--- config.mk ---
export PLATFORM = sky130hd
export DESIGN_NAME = source_text_lexer_unit
export DESIGN_NICKNAME = d
export VERILOG_FILES = /design/src/design/stl_pkg.sv /design/src/design/stl_front.sv /design/src/design/stl_queue.sv /design/src/design/stl_back.sv /design/src/design/source_text_lexer_unit.sv
export SDC_FILE = /design/constraint.sdc
export NUM_CORES = 1
export LEC_CHECK = 0
export BUFFER_PORTS_ARGS = -buffer_cell sky130_fd_sc_hd__buf_2
export CAP_MARGIN = 10
export CORE_UTILIZATION = 45
export CTS_BUF_LIST = sky130_fd_sc_hd__clkbuf_4 sky130_fd_sc_hd__clkbuf_8
export CTS_CLUSTER_DIAMETER = 150
export DETAILED_ROUTE_END_ITERATION = 10
export GPL_TIMING_DRIVEN = 1
export PLACE_DENSITY = 0.62
export SLEW_MARGIN = 0
export SYNTH_ARGS = -nofsm -noshare
export SYNTH_HDL_FRONTEND = slang
export SYNTH_HIERARCHICAL = 1
export SYNTH_SLANG_ARGS = --single-unit
--- constraint.sdc ---
create_clock -name clk -period 9.6 [get_ports clk]
set_clock_uncertainty 0.15 [all_clocks]
set_input_delay 0.48 -clock clk [delete_from_list [all_inputs] [get_ports clk]]
set_output_delay 0.48 -clock clk [all_outputs]
set_load 0.005 [all_outputs]
--- src/design/stl_pkg.sv ---
`timescale 1ns / 1ps
// ----------------------------------------------------------------------------
// stl_pkg: shared types and constants of the source text lexer
// Word layouts of both channels, token kinds, lexer modes and the bundle
// that carries one character's tokens from the front to the back.
// ----------------------------------------------------------------------------
package stl_pkg;

  // Default configuration
  localparam int MAX_TOKEN_LEN_DEF = 255;
  localparam int TEXT_LEN_DEF      = 65536;
  localparam int QUEUE_DEPTH_DEF   = 4;

  // Tokens one character can cause: close, symbol/error or flush, end
  localparam int NSLOT = 3;

  // Field widths
  localparam int CHAR_W  = 8;
  localparam int KIND_W  = 3;
  localparam int START_W = 16;
  localparam int OLEN_W  = 8;

  // Token kinds
  localparam logic [KIND_W-1:0] KIND_SYMBOL = 3'd0;
  localparam logic [KIND_W-1:0] KIND_IDENT  = 3'd1;
  localparam logic [KIND_W-1:0] KIND_VALUE  = 3'd2;
  localparam logic [KIND_W-1:0] KIND_ERROR  = 3'd3;
  localparam logic [KIND_W-1:0] KIND_END    = 3'd4;

  // Characters with a meaning of their own
  localparam logic [CHAR_W-1:0] CH_LBRACE = 8'h7B;
  localparam logic [CHAR_W-1:0] CH_RBRACE = 8'h7D;
  localparam logic [CHAR_W-1:0] CH_LPAREN = 8'h28;
  localparam logic [CHAR_W-1:0] CH_RPAREN = 8'h29;
  localparam logic [CHAR_W-1:0] CH_SEMI   = 8'h3B;
  localparam logic [CHAR_W-1:0] CH_SQUOTE = 8'h27;
  localparam logic [CHAR_W-1:0] CH_BSLASH = 8'h5C;
  localparam logic [CHAR_W-1:0] CH_DQUOTE = 8'h22;
  localparam logic [CHAR_W-1:0] CH_SPACE  = 8'h20;
  localparam logic [CHAR_W-1:0] CH_TAB    = 8'h09;
  localparam logic [CHAR_W-1:0] CH_CR     = 8'h0D;
  localparam logic [CHAR_W-1:0] CH_DIG_0  = 8'h30;
  localparam logic [CHAR_W-1:0] CH_DIG_9  = 8'h39;
  localparam logic [CHAR_W-1:0] CH_UP_A   = 8'h41;
  localparam logic [CHAR_W-1:0] CH_UP_Z   = 8'h5A;
  localparam logic [CHAR_W-1:0] CH_LO_A   = 8'h61;
  localparam logic [CHAR_W-1:0] CH_LO_Z   = 8'h7A;

  // Lexer modes
  typedef enum logic [2:0] {
    M_IDLE,
    M_IDENT,
    M_DIGITS,
    M_STRING,
    M_CHAR_OPEN,
    M_CHAR_ESC,
    M_CHAR_BODY
  } mode_t;

  // Input word
  typedef struct packed {
    logic [CHAR_W-1:0] character;
    logic              end_of_text;
  } in_word_t;

  // Result word
  typedef struct packed {
    logic [KIND_W-1:0]  token_kind;
    logic [START_W-1:0] token_start;
    logic [OLEN_W-1:0]  token_length;
    logic               last_of_run;
  } out_word_t;

  // One token inside a bundle
  typedef struct packed {
    logic [KIND_W-1:0]  kind;
    logic [START_W-1:0] start;
    logic [OLEN_W-1:0]  length;
  } tok_t;

  // Tokens of one character, in emit order from slot 0 up
  typedef struct packed {
    tok_t [NSLOT-1:0] slot;
    logic [NSLOT-1:0] vld;
  } bundle_t;

endpackage

--- src/design/stl_front.sv ---
`timescale 1ns / 1ps
// ----------------------------------------------------------------------------
// stl_front: character classifier and lexer state
// Takes one character per cycle while take is high, advances the open token
// and builds the bundle of tokens the character closes, emits or flushes.
// ----------------------------------------------------------------------------
module stl_front
  import stl_pkg::*;
#(
  parameter int MAX_TOKEN_LEN = MAX_TOKEN_LEN_DEF,
  parameter int TEXT_LEN      = TEXT_LEN_DEF
) (
  input  logic     clk,
  input  logic     rst_n,
  input  logic     take,
  input  in_word_t word,
  output bundle_t  bundle,
  output logic     bundle_push
);

  localparam int LEN_W = $clog2(MAX_TOKEN_LEN + 1);
  localparam int POS_W = $clog2(TEXT_LEN);

  mode_t             mode_r, mode_nxt;
  logic [LEN_W-1:0]  len_r, len_nxt;
  logic [POS_W-1:0]  start_r, start_nxt;
  logic [POS_W-1:0]  pos_r, pos_nxt;

  logic [CHAR_W-1:0] c;
  logic              fresh;
  logic [LEN_W-1:0]  grown;
  logic [POS_W-1:0]  pos_inc;

  function automatic logic is_space(input logic [CHAR_W-1:0] ch);
    return ch inside {CH_SPACE, [CH_TAB:CH_CR]};
  endfunction

  function automatic logic is_digit(input logic [CHAR_W-1:0] ch);
    return ch inside {[CH_DIG_0:CH_DIG_9]};
  endfunction

  function automatic logic is_letter(input logic [CHAR_W-1:0] ch);
    return ch inside {[CH_UP_A:CH_UP_Z], [CH_LO_A:CH_LO_Z]};
  endfunction

  function automatic logic is_symbol(input logic [CHAR_W-1:0] ch);
    return ch inside {CH_LBRACE, CH_RBRACE, CH_LPAREN, CH_RPAREN, CH_SEMI};
  endfunction

  // saturating length step
  function automatic logic [LEN_W-1:0] grow(input logic [LEN_W-1:0] len);
    return (len >= LEN_W'(MAX_TOKEN_LEN)) ? LEN_W'(MAX_TOKEN_LEN) : len + LEN_W'(1);
  endfunction

  function automatic tok_t make_tok(input logic [KIND_W-1:0] kind,
                                    input logic [POS_W-1:0]  start,
                                    input logic [LEN_W-1:0]  len);
    tok_t t;
    t.kind   = kind;
    t.start  = START_W'(start);
    t.length = (32'(len) > 32'd255) ? 8'hFF : OLEN_W'(len);
    return t;
  endfunction

  // state registers
  always_ff @(posedge clk) begin
    if (!rst_n) begin
      mode_r  <= M_IDLE;
      len_r   <= '0;
      start_r <= '0;
      pos_r   <= '0;
    end else begin
      mode_r  <= mode_nxt;
      len_r   <= len_nxt;
      start_r <= start_nxt;
      pos_r   <= pos_nxt;
    end
  end

  // lexing step
  always_comb begin
    c         = word.character;
    mode_nxt  = mode_r;
    len_nxt   = len_r;
    start_nxt = start_r;
    pos_nxt   = pos_r;
    fresh     = 1'b0;
    grown     = grow(len_r);
    pos_inc   = (pos_r == POS_W'(TEXT_LEN - 1)) ? '0 : pos_r + POS_W'(1);
    bundle    = '0;

    if (take) begin
      // advance or close the open token
      case (mode_r)
        M_IDENT: begin
          if (is_letter(c) || is_digit(c)) begin
            len_nxt = grown;
          end else begin
            bundle.slot[0] = make_tok(KIND_IDENT, start_r, len_r);
            bundle.vld[0]  = 1'b1;
            mode_nxt       = M_IDLE;
            len_nxt        = '0;
            fresh          = 1'b1;
          end
        end
        M_DIGITS: begin
          if (is_digit(c)) begin
            len_nxt = grown;
          end else begin
            bundle.slot[0] = make_tok(KIND_VALUE, start_r, len_r);
            bundle.vld[0]  = 1'b1;
            mode_nxt       = M_IDLE;
            len_nxt        = '0;
            fresh          = 1'b1;
          end
        end
        M_STRING: begin
          len_nxt = grown;
          if (c == CH_DQUOTE) begin
            bundle.slot[0] = make_tok(KIND_VALUE, start_r, grown);
            bundle.vld[0]  = 1'b1;
            mode_nxt       = M_IDLE;
            len_nxt        = '0;
          end
        end
        M_CHAR_OPEN: begin
          len_nxt  = grown;
          mode_nxt = (c == CH_BSLASH) ? M_CHAR_ESC : M_CHAR_BODY;
        end
        M_CHAR_ESC: begin
          len_nxt  = grown;
          mode_nxt = M_CHAR_BODY;
        end
        M_CHAR_BODY: begin
          // closing quote ends the literal, anything else breaks it
          if (c == CH_SQUOTE) begin
            bundle.slot[0] = make_tok(KIND_VALUE, start_r, grown);
          end else begin
            bundle.slot[0] = make_tok(KIND_ERROR, start_r, len_r);
            fresh          = 1'b1;
          end
          bundle.vld[0] = 1'b1;
          mode_nxt      = M_IDLE;
          len_nxt       = '0;
        end
        default: begin
          mode_nxt = M_IDLE;
          fresh    = 1'b1;
        end
      endcase

      // lex the character from idle
      if (fresh && !is_space(c)) begin
        if (is_symbol(c)) begin
          bundle.slot[1] = make_tok(KIND_SYMBOL, pos_r, LEN_W'(1));
          bundle.vld[1]  = 1'b1;
        end else if (is_letter(c) || is_digit(c) || c == CH_DQUOTE || c == CH_SQUOTE) begin
          start_nxt = pos_r;
          len_nxt   = LEN_W'(1);
          if (is_letter(c))       mode_nxt = M_IDENT;
          else if (is_digit(c))   mode_nxt = M_DIGITS;
          else if (c == CH_DQUOTE) mode_nxt = M_STRING;
          else                    mode_nxt = M_CHAR_OPEN;
        end else begin
          bundle.slot[1] = make_tok(KIND_ERROR, pos_r, LEN_W'(1));
          bundle.vld[1]  = 1'b1;
        end
      end

      pos_nxt = pos_inc;

      // end of text: flush, end token, back to the start
      if (word.end_of_text) begin
        if (mode_nxt != M_IDLE) begin
          bundle.slot[1] = make_tok((mode_nxt == M_IDENT)  ? KIND_IDENT :
                                    (mode_nxt == M_DIGITS) ? KIND_VALUE : KIND_ERROR,
                                    start_nxt, len_nxt);
          bundle.vld[1]  = 1'b1;
        end
        bundle.slot[2] = make_tok(KIND_END, pos_inc, '0);
        bundle.vld[2]  = 1'b1;
        mode_nxt       = M_IDLE;
        len_nxt        = '0;
        start_nxt      = '0;
        pos_nxt        = '0;
      end
    end

    bundle_push = take && (|bundle.vld);
  end

endmodule

--- src/design/stl_queue.sv ---
`timescale 1ns / 1ps
// ----------------------------------------------------------------------------
// stl_queue: bundle queue between front and back
// Small circular queue so the classifier and the token serializer can
// stall on their own.
// ----------------------------------------------------------------------------
module stl_queue
  import stl_pkg::*;
#(
  parameter int DEPTH = QUEUE_DEPTH_DEF
) (
  input  logic    clk,
  input  logic    rst_n,
  input  logic    wr_en,
  input  bundle_t wr_data,
  input  logic    rd_en,
  output bundle_t rd_data,
  output logic    full,
  output logic    empty
);

  localparam int PTR_W = (DEPTH > 1) ? $clog2(DEPTH) : 1;
  localparam int CNT_W = $clog2(DEPTH + 1);

  bundle_t           mem_r [DEPTH];
  logic [PTR_W-1:0]  wr_ptr_r, wr_ptr_nxt;
  logic [PTR_W-1:0]  rd_ptr_r, rd_ptr_nxt;
  logic [CNT_W-1:0]  cnt_r, cnt_nxt;
  logic              do_wr, do_rd;

  assign full    = (cnt_r == CNT_W'(DEPTH));
  assign empty   = (cnt_r == '0);
  assign rd_data = mem_r[rd_ptr_r];

  // pointer and count update
  always_comb begin
    do_wr      = wr_en && !full;
    do_rd      = rd_en && !empty;
    wr_ptr_nxt = wr_ptr_r;
    rd_ptr_nxt = rd_ptr_r;
    if (do_wr) begin
      wr_ptr_nxt = (wr_ptr_r == PTR_W'(DEPTH - 1)) ? '0 : wr_ptr_r + PTR_W'(1);
    end
    if (do_rd) begin
      rd_ptr_nxt = (rd_ptr_r == PTR_W'(DEPTH - 1)) ? '0 : rd_ptr_r + PTR_W'(1);
    end
    cnt_nxt = cnt_r + CNT_W'(do_wr) - CNT_W'(do_rd);
  end

  always_ff @(posedge clk) begin
    if (!rst_n) begin
      wr_ptr_r <= '0;
      rd_ptr_r <= '0;
      cnt_r    <= '0;
    end else begin
      wr_ptr_r <= wr_ptr_nxt;
      rd_ptr_r <= rd_ptr_nxt;
      cnt_r    <= cnt_nxt;
    end
  end

  // storage
  always_ff @(posedge clk) begin
    if (do_wr) begin
      mem_r[wr_ptr_r] <= wr_data;
    end
  end

endmodule

--- src/design/stl_back.sv ---
`timescale 1ns / 1ps
// ----------------------------------------------------------------------------
// stl_back: token serializer and output register
// Unpacks one bundle into single result words, one per cycle while the
// consumer keeps popping, and holds the oldest word for the consumer.
// ----------------------------------------------------------------------------
module stl_back
  import stl_pkg::*;
(
  input  logic      clk,
  input  logic      rst_n,
  input  logic      q_empty,
  input  bundle_t   q_data,
  output logic      q_pop,
  input  logic      pop,
  output logic      empty,
  output out_word_t out_word
);

  bundle_t          work_r, work_nxt;
  logic [NSLOT-1:0] mask_r, mask_nxt;
  logic             out_vld_r, out_vld_nxt;
  out_word_t        out_r, out_nxt;

  logic             out_take, emit;
  logic [1:0]       sel;
  logic [NSLOT-1:0] sel_bit, mask_left, mask_after;
  tok_t             sel_tok;

  assign empty    = !out_vld_r;
  assign out_word = out_r;

  always_comb begin
    // lowest pending slot goes first
    if (mask_r[0])      sel = 2'd0;
    else if (mask_r[1]) sel = 2'd1;
    else                sel = 2'd2;
    sel_bit    = NSLOT'(1) << sel;
    sel_tok    = work_r.slot[sel];
    mask_left  = mask_r & ~sel_bit;

    out_take   = !out_vld_r || pop;
    emit       = out_take && (|mask_r);
    mask_after = emit ? mask_left : mask_r;

    // refill the work register once it drains
    q_pop    = (mask_after == '0) && !q_empty;
    work_nxt = q_pop ? q_data : work_r;
    mask_nxt = q_pop ? q_data.vld : mask_after;

    out_nxt     = out_r;
    out_vld_nxt = out_vld_r && !pop;
    if (emit) begin
      out_nxt.token_kind   = sel_tok.kind;
      out_nxt.token_start  = sel_tok.start;
      out_nxt.token_length = sel_tok.length;
      out_nxt.last_of_run  = (mask_left == '0);
      out_vld_nxt          = 1'b1;
    end
  end

  always_ff @(posedge clk) begin
    if (!rst_n) begin
      mask_r    <= '0;
      out_vld_r <= 1'b0;
    end else begin
      mask_r    <= mask_nxt;
      out_vld_r <= out_vld_nxt;
    end
  end

  // payload
  always_ff @(posedge clk) begin
    work_r <= work_nxt;
    out_r  <= out_nxt;
  end

endmodule

--- src/design/source_text_lexer_unit.sv ---
`timescale 1ns / 1ps
// ----------------------------------------------------------------------------
// source_text_lexer_unit: streaming lexical tokenizer
// One text character per word in; tokens with kind, start offset and length
// out, in text order.
//
//   channel | ports                         | word
//   input   | push, full, in_word           | character, end_of_text
//   result  | empty, pop, out_word          | kind, start, length, last_of_run
//
// A character is taken every cycle while push is high and full is low; the
// front lexes it in that cycle. Tokens leave at one per cycle, while pop keeps
// up, through the serializer's output register, so a character that causes
// several tokens holds the result side while they leave. A token passes the
// queue, the serializer's work register and its output register in turn.
// Reset is synchronous and clears lexer state, queue and output register.
// ----------------------------------------------------------------------------
module source_text_lexer_unit
  import stl_pkg::*;
#(
  parameter int MAX_TOKEN_LEN = MAX_TOKEN_LEN_DEF,
  parameter int TEXT_LEN      = TEXT_LEN_DEF,
  parameter int QUEUE_DEPTH   = QUEUE_DEPTH_DEF
) (
  input  logic      clk,
  input  logic      rst_n,
  input  logic      push,
  output logic      full,
  input  in_word_t  in_word,
  output logic      empty,
  input  logic      pop,
  output out_word_t out_word
);

  logic    take;
  bundle_t f_bundle, q_bundle;
  logic    f_push, q_full, q_empty, q_pop;

  assign full = q_full;
  assign take = push && !q_full;

  // classify and lex
  stl_front #(
    .MAX_TOKEN_LEN(MAX_TOKEN_LEN),
    .TEXT_LEN     (TEXT_LEN)
  ) u_front (
    .clk        (clk),
    .rst_n      (rst_n),
    .take       (take),
    .word       (in_word),
    .bundle     (f_bundle),
    .bundle_push(f_push)
  );

  // decoupling queue
  stl_queue #(
    .DEPTH(QUEUE_DEPTH)
  ) u_queue (
    .clk    (clk),
    .rst_n  (rst_n),
    .wr_en  (f_push),
    .wr_data(f_bundle),
    .rd_en  (q_pop),
    .rd_data(q_bundle),
    .full   (q_full),
    .empty  (q_empty)
  );

  // serialize tokens
  stl_back u_back (
    .clk     (clk),
    .rst_n   (rst_n),
    .q_empty (q_empty),
    .q_data  (q_bundle),
    .q_pop   (q_pop),
    .pop     (pop),
    .empty   (empty),
    .out_word(out_word)
  );

  // front never writes into a full queue
  a_no_overflow: assert property (@(posedge clk) disable iff (!rst_n)
    f_push |-> !q_full)
    else $error("bundle written into full queue");

  // end token closes the run and has no length
  a_end_token: assert property (@(posedge clk) disable iff (!rst_n)
    (!empty && out_word.token_kind == KIND_END) |->
      (out_word.token_length == '0 && out_word.last_of_run))
    else $error("malformed end token");

  // symbols are one character long
  a_symbol_len: assert property (@(posedge clk) disable iff (!rst_n)
    (!empty && out_word.token_kind == KIND_SYMBOL) |-> (out_word.token_length == 8'd1))
    else $error("symbol token with wrong length");

  // serializer only pulls a bundle when one is there
  a_pop_nonempty: assert property (@(posedge clk) disable iff (!rst_n)
    q_pop |-> !q_empty)
    else $error("queue read while empty");

endmodule

=== Yosys cells after proc, flatten, opt, wreduce, memory -nomap -nowiden ===
Memory sizes are Yosys's and may differ from the RTL's. A register that Yosys moved wholly into a read port is not among the register bits.
Index checks and enable logic that the tools add are counted.

* Add/subtract/negate cells: 6
* $lt $le $gt $ge: 10
* Equal/unequal tests: 21
* Shift-type cells: 1
* Multiplexer cells: 66
* Bitwise gates (word level): 2
* Reduce and logical (&&, ||, !) cells: 32

{| class="wikitable"
|+ Operators with widths
! kind !! count
|-
| $mux W27 || 4
|-
| $pmux W27 S4 || 1
|-
| $mux W16 || 6
|-
| $mux W84 || 1
|-
| $mux W26 || 3
|-
| $mux W8 || 8
|-
| $bmux W27 S2 || 1
|-
| $mux W54 || 1
|-
| $mux W25 || 2
|-
| $eq A8 B6 Y1 const B || 6
|-
| $mux W3 || 14
|-
| $pmux W8 S5 || 1
|-
| $eq A8 B7 Y1 const B || 3
|-
| $add A16 B1 Y16 const B || 1
|-
| $eq A16 B16 Y1 const B || 1
|-
| $ge A8 B7 Y1 const B || 2
|-
| $le A8 B7 Y1 const B || 2
|-
| $mux W2 || 8
|-
| $pmux W3 S5 || 1
|-
| $mux W1 || 13
|-
| $eq A3 B3 Y1 const B || 4
|-
| $logic_and A1 B1 Y1 || 12
|-
| $eq A3 B2 Y1 const B || 3
|-
| $logic_not A3 Y1 || 3
|-
| other kinds (23) || 37
|}

* Bits in registers: 163
* Memory bits (writable): 336
* Input bits: 13
* Output and inout bits: 30
* Word-level logic and storage cells: 161
* Memories: 1

{| class="wikitable"
|+ Memory list
! name !! depth !! bits a word !! rd ports !! clocked after memory_dff !! write ports !! RTL line !! text
|-
| u_queue.mem_r || 4 || 84 || 1 || 1 || 1 || stl_queue.sv:25 || <nowiki>bundle_t mem_r [DEPTH];</nowiki>
|}

=== Depth between registers and ports, before layout ===
* Depth in word-level cells: 21
* Gate-level depth with buffers: 19
* Mapped depth without buffers: 17

=== Hierarchy ===
The synthesis kept the hierarchy.

{| class="wikitable"
|+ By module, submodules not included
! module !! instances !! cells an instance !! area an instance (µm²) !! seq. area each (µm²)
|-
| stl_queue || 1 || 490 || 12593.3 || 10269.8
|-
| stl_front || 1 || 604 || 4206.5 || 860.8
|-
| stl_back || 1 || 232 || 4087.7 || 3353.2
|-
| source_text_lexer_unit || 1 || 1 || 13.8 || 0.0
|}

=== Least setup slack after synthesis ===
No wires, ideal clock.

* Kind: input to register
* Start: in in_word[5] (netlist name)
* End: mem u_queue/mem_r[0][0] (netlist name), enable pin
* Library setup time: 0.452 ns
* Arrival time: 4.507 ns
* Data required time: 8.998 ns
* Path slack: 4.491 ns
* Stages on the path: 9
* Path buffers: 2
* Cells stage by stage: or4_4 o22a_1 a21boi_4 o2111ai_1 buf_2 nand3b_1 nor2b_1 clkbuf_1 and2_1

* Word-level cells in the longest chain between the ends: 19
* Elaborated cells on any way between the ends: 60
* Those cells by class: 8 x order compare; 9 x eq/ne; 27 x mux; 16 x reduce/logical

{| class="wikitable"
|+ Ends and longest elaborated chain
! element !! RTL line !! text
|-
| start: declaration || source_text_lexer_unit.sv:29 || <nowiki>input in_word_t in_word,</nowiki>
|-
| $ge A8 B7 Y1 or $le A8 B7 Y1 (tied branches) || stl_front.sv:43 || <nowiki>return ch inside {[CH_UP_A:CH_UP_Z], [CH_LO_A:CH_LO_Z]};</nowiki>
|-
| $logic_and A1 B1 Y1 || stl_front.sv:43 ||
|-
| $reduce_bool A2 Y1 || stl_front.sv:43 ||
|-
| $logic_or A1 B1 Y1 || stl_front.sv:96, stl_front.sv:157 ||
|-
| $mux W3 (tied with other cells) || stl_front.sv:96 || <nowiki>if (is_letter(c) || is_digit(c)) begin</nowiki>
|-
| $pmux W3 S5 (tied with other cells) || stl_front.sv:94 || <nowiki>case (mode_r)</nowiki>
|-
| $mux W3 or $mux W1 (tied branches) || stl_front.sv:157, stl_front.sv:92 ||
|-
| $mux W3 or $logic_and A1 B1 Y1 (tied branches) || stl_front.sv:154, stl_front.sv:153 ||
|-
| [... 4 more ...] || - ||
|-
| $mux W2 || stl_front.sv:173 || <nowiki>if (word.end_of_text) begin</nowiki>
|-
| $mux W84 * || stl_front.sv:92 || <nowiki>if (take) begin</nowiki>
|-
| $reduce_or A3 Y1 * || stl_front.sv:189 || <nowiki>bundle_push = take && (|bundle.vld);</nowiki>
|-
| $logic_and A1 B1 Y1 * || stl_front.sv:189 ||
|-
| via f_push || source_text_lexer_unit.sv:37 || <nowiki>logic f_push, q_full, q_empty, q_pop;</nowiki>
|-
| $logic_and A1 B1 Y1 * || stl_queue.sv:37 || <nowiki>do_wr = wr_en && !full;</nowiki>
|-
| $mux W1 * || stl_queue.sv:64 || <nowiki>if (do_wr) begin</nowiki>
|-
| $mux W1 (not written as such) * || stl_queue.sv:65 || <nowiki>mem_r[wr_ptr_r] <= wr_data;</nowiki>
|-
| end: declaration || stl_queue.sv:25 ||
|}

The timed path passes the listed nets; every way through them passes the cells marked *. The select of a mux whose other input is x is not followed.

==> results.json <==
{
  "clk_latency_ps": 620,
  "die_w_um": 218,
  "slew_headroom": 0.242,
  "initial_core_util": 0.459,
  "period_minus_slack_ps": 4900,
  "first_global_vias": 11200,
  "cp_slowest_cell": "buf_4",
  "syn_area_mm2": 0.0209,
  "fin_crit_sh": 0.510,
  "max-cap-violations": 0,
  "drc": 0,
  "synth_top_cell_area_share": 0.639,
  "r2r_slack_ps": 4700,
  "critPathBufInv": 1,
  "arrival_ps": 4980,
  "finalHoldViolCount": 0,
  "startpoint_type": "flip-flop",
  "hold_buffers": 0,
  "post-place-ws_ps": 4430,
  "reg2regPathDepth": 8,
  "drt_iter0_drc": 1034,
  "cts_root_buf": "clkbuf_8",
  "clkSlewWorstSetupHoldPaths_ps": 60,
  "cp_top_family": "simple AND/OR/NAND/NOR gates",
  "synthArstFlopShare": 0,
  "drive_gt1_frac": 0.206,
  "antenna_cells": 0,
  "critPathKind": "flip-flop to flip-flop",
  "vias": 11400,
  "synth_fa_ha_area_frac": 0.00688,
  "cts_setup_buffers": 0,
  "r2r-end": "u_queue/mem_r[1][24]",
  "dominantRegCellSynth": "edfxtp_1",
  "layout.nets": 1408,
  "p_per_area_mw_per_mm2": 264,
  "report.final.slew_viol_count": 0,
  "yosys_warnings": 6,
  "holdCritStartpoint": "pop",
  "wl_per_cell_um": 20.4,
  "std_cell_rows": 78,
  "setup_viol": 0,
  "gr-total-overflow": 0,
  "core_mm2": 0.0456,
  "ys_types": 70,
  "final_cells": 2048,
  "rsz0062_at_grt": "false",
  "total_power_mw": 6.12,
  "outcome": "finished clean",
  "antenna_found_initial": 0,
  "fin_setup_tns_ps": 0,
  "dieHeight_um": 218,
  "synthMuxAreaShare": 0.113,
  "synth.largest_area_cell": "edfxtp_1",
  "cp_max_fo": 57,
  "cts_made_buffers": 80,
  "drt_first_pass_iters": 6,
  "place_inst": 1903,
  "clockBufferDepth": 3,
  "grt_pass1_wl_mm": 64.8,
  "io_pins": 43,
  "synth_edf_count": 445,
  "port_buffers": 42,
  "die_area_mm2": 0.0473,
  "leakagePower_nw": 7.68,
  "synth.area.top_cells": "edfxtp_1 (64%), mux4_2 (9.1%), dfxtp_1 (5.4%)",
  "endpoint_kind": "flip-flop",
  "synth_compound_area_frac": 0.0712,
  "synth_top_family_by_area": "multiplexers",
  "worst_slew_pin_slew_ps": 1130,
  "hp-class": "primary input to flip-flop",
  "grt_usage": 0.181,
  "drt-total-wl_mm": 41.9,
  "gp_congestion": 0.829,
  "ys_seq_area_frac": 0.693,
  "dp_hpwl_mm": 24.4,
  "setup_ws_ps": 4700,
  "avgSynthCellArea_um2": 15.8,
  "reg2reg_from": "u_queue/cnt_r[1]",
  "synthSimpleGateAreaFrac": 0.0802,
  "syn_inst": 1327,
  "cp.required_ps": 9680,
  "area_growth_pct": 10.7,
  "numClockSinks": 501,
  "holdPathEnd": "u_back/out_vld_r",
  "synth-seq-cells": 501,
  "cp_cell_sequence": "nor3b_1 -> nor2b_4 -> o211a_1 -> a21o_1 -> nand3b_1 -> nor2b_1 -> and2_4 -> buf_4",
  "hold_depth": 4,
  "synth_xor_xnor_area_share": 0.00629,
  "ctsResizeCount": 0,
  "drt.antenna.violating_nets": 0,
  "grt_max_degree": 65,
  "drt-vias-per-instance": 5.56,
  "vdd_drop_max_v": 0.000260,
  "cpPeakStageDelay_ps": 820,
  "fmax_mhz": 204,
  "cts_tree": "built",
  "h-tree-depth": 3
}
==> state kept, by name, summed over array words and instances (netlist names), named ones only <==
signal	flops
u_queue/mem_r	336
u_back/work_r	81
u_back/out_word	28
u_front/pos_r	16
u_front/start_r	16
u_front/len_r	8
u_back/mask_r	3
u_front/mode_r	3
u_queue/cnt_r	3
u_queue/rd_ptr_r	2
u_queue/wr_ptr_r	2
u_back/out_vld_r	1
==> stage by stage <==
| stage | instance area [um^2] | utilization | hold WS [ps] |
|---|---|---|---|
| 2_1_floorplan | 20900 | - | 318 |
| 3_3_place_gp | 21500 | 0.473 | 336 |
| 3_5_place_dp | 21500 | 0.473 | 358 |
| 4_1_cts | 23100 | 0.508 | 104 |
| 5_1_grt | 23100 | 0.508 | 151 |
| 6_report | 23100 | 0.508 | 147 |
==> cells in the mapped netlist (6+ instances only) <==
cell type  number
nand2b_1       14
nor3_1         25
buf_2          16
edfxtp_1      445
ha_1            9
a22oi_1        35
dfxtp_1        56
nor2_1         63
nand3_1        20
nand2_1        68
buf_6          11
inv_1          29
a21oi_1        62
o21ai_0        58
and2_1         38
a21boi_0       14
mux4_2         84
and3_1         25
buf_4          18
clkbuf_1       42
mux2i_1        46
nor2b_1        35
o21a_1          6
xnor2_1        15
nand3b_1        6
==> placed cells by master (no fill, tap or decap), types with 10 or more instances in the layout <==
cell type,synthesis,routed
a21oi_1,62,62
nor2b_1,35,35
inv_1,29,29
a21boi_0,14,14
o21ai_0,58,58
clkinv_2,0,10
and3_1,25,25
mux2i_1,46,46
buf_2,16,42
conb_1,1,12
edfxtp_1,445,445
mux4_2,84,84
clkbuf_4,0,25
a22oi_1,35,35
and2_1,38,33
clkbuf_8,0,89
buf_4,18,14
clkinv_1,0,17
nor2_1,63,62
nand2b_1,14,14
nand2_1,68,68
dfxtp_1,56,52
xnor2_1,15,15
nand3_1,20,20
nor3_1,25,25
==> power by group <==
group | switching (mW) | total (mW) | leakage, nW | internal (mW)
Combinational | 0.693 | 1.13 | 2.07 | 0.432
Sequential | 0.163 | 3.20 | 4.76 | 3.04
Clock | 0.790 | 1.79 | 0.854 | 1.00
==> layer usage <==
layer  vias to the layer above  wire length [um]  global-route usage
met4                         0               798              0.0634
li1                       5246                 -                   -
met2                       319             19200               0.271
met5                         -                 0                   0
met3                        57              2310              0.0307
met1                      5763             19600               0.266
==> worst min-delay path: stages <==
cell,delay (ps)
buf_2,100
nor2b_4,60
nor2_1,120
a21boi_0,90
==> cell type report <==
type	count	area [um^2]
clock buffers	114	1410
clock inverters	31	190
fillers	3685	22400
inverters	29	109
multi-input cells	717	5870
flip-flops and latches	501	14500
well taps	600	751
repair buffers	56	315
==> how the worst max path moves through the flow <==
stage,start,endpoint,cells past startpoint
2_1_floorplan,in_word[5],u_queue/mem_r[0][0],9
3_3_place_gp,in_word[8],u_queue/mem_r[0][24],10
3_5_place_dp,in_word[8],u_queue/mem_r[1][24],10
4_1_cts,u_queue/cnt_r[1],u_queue/mem_r[1][53],8
5_1_grt,u_queue/cnt_r[1],u_queue/mem_r[1][1],8
6_report,u_queue/cnt_r[1],u_queue/mem_r[1][24],8
==> cells by family (layout without fill, tap and decap cells) <==
logic type	count (synthesis)	count (layout)
other cells	1	12
fa+ha+maj	11	11
mux	130	130
xor+xnor	15	15
buf+inv	120	230
simple gates	321	321
flops	501	501
compound gates	228	228
No activity file was read; power rests on OpenSTA's default activity.
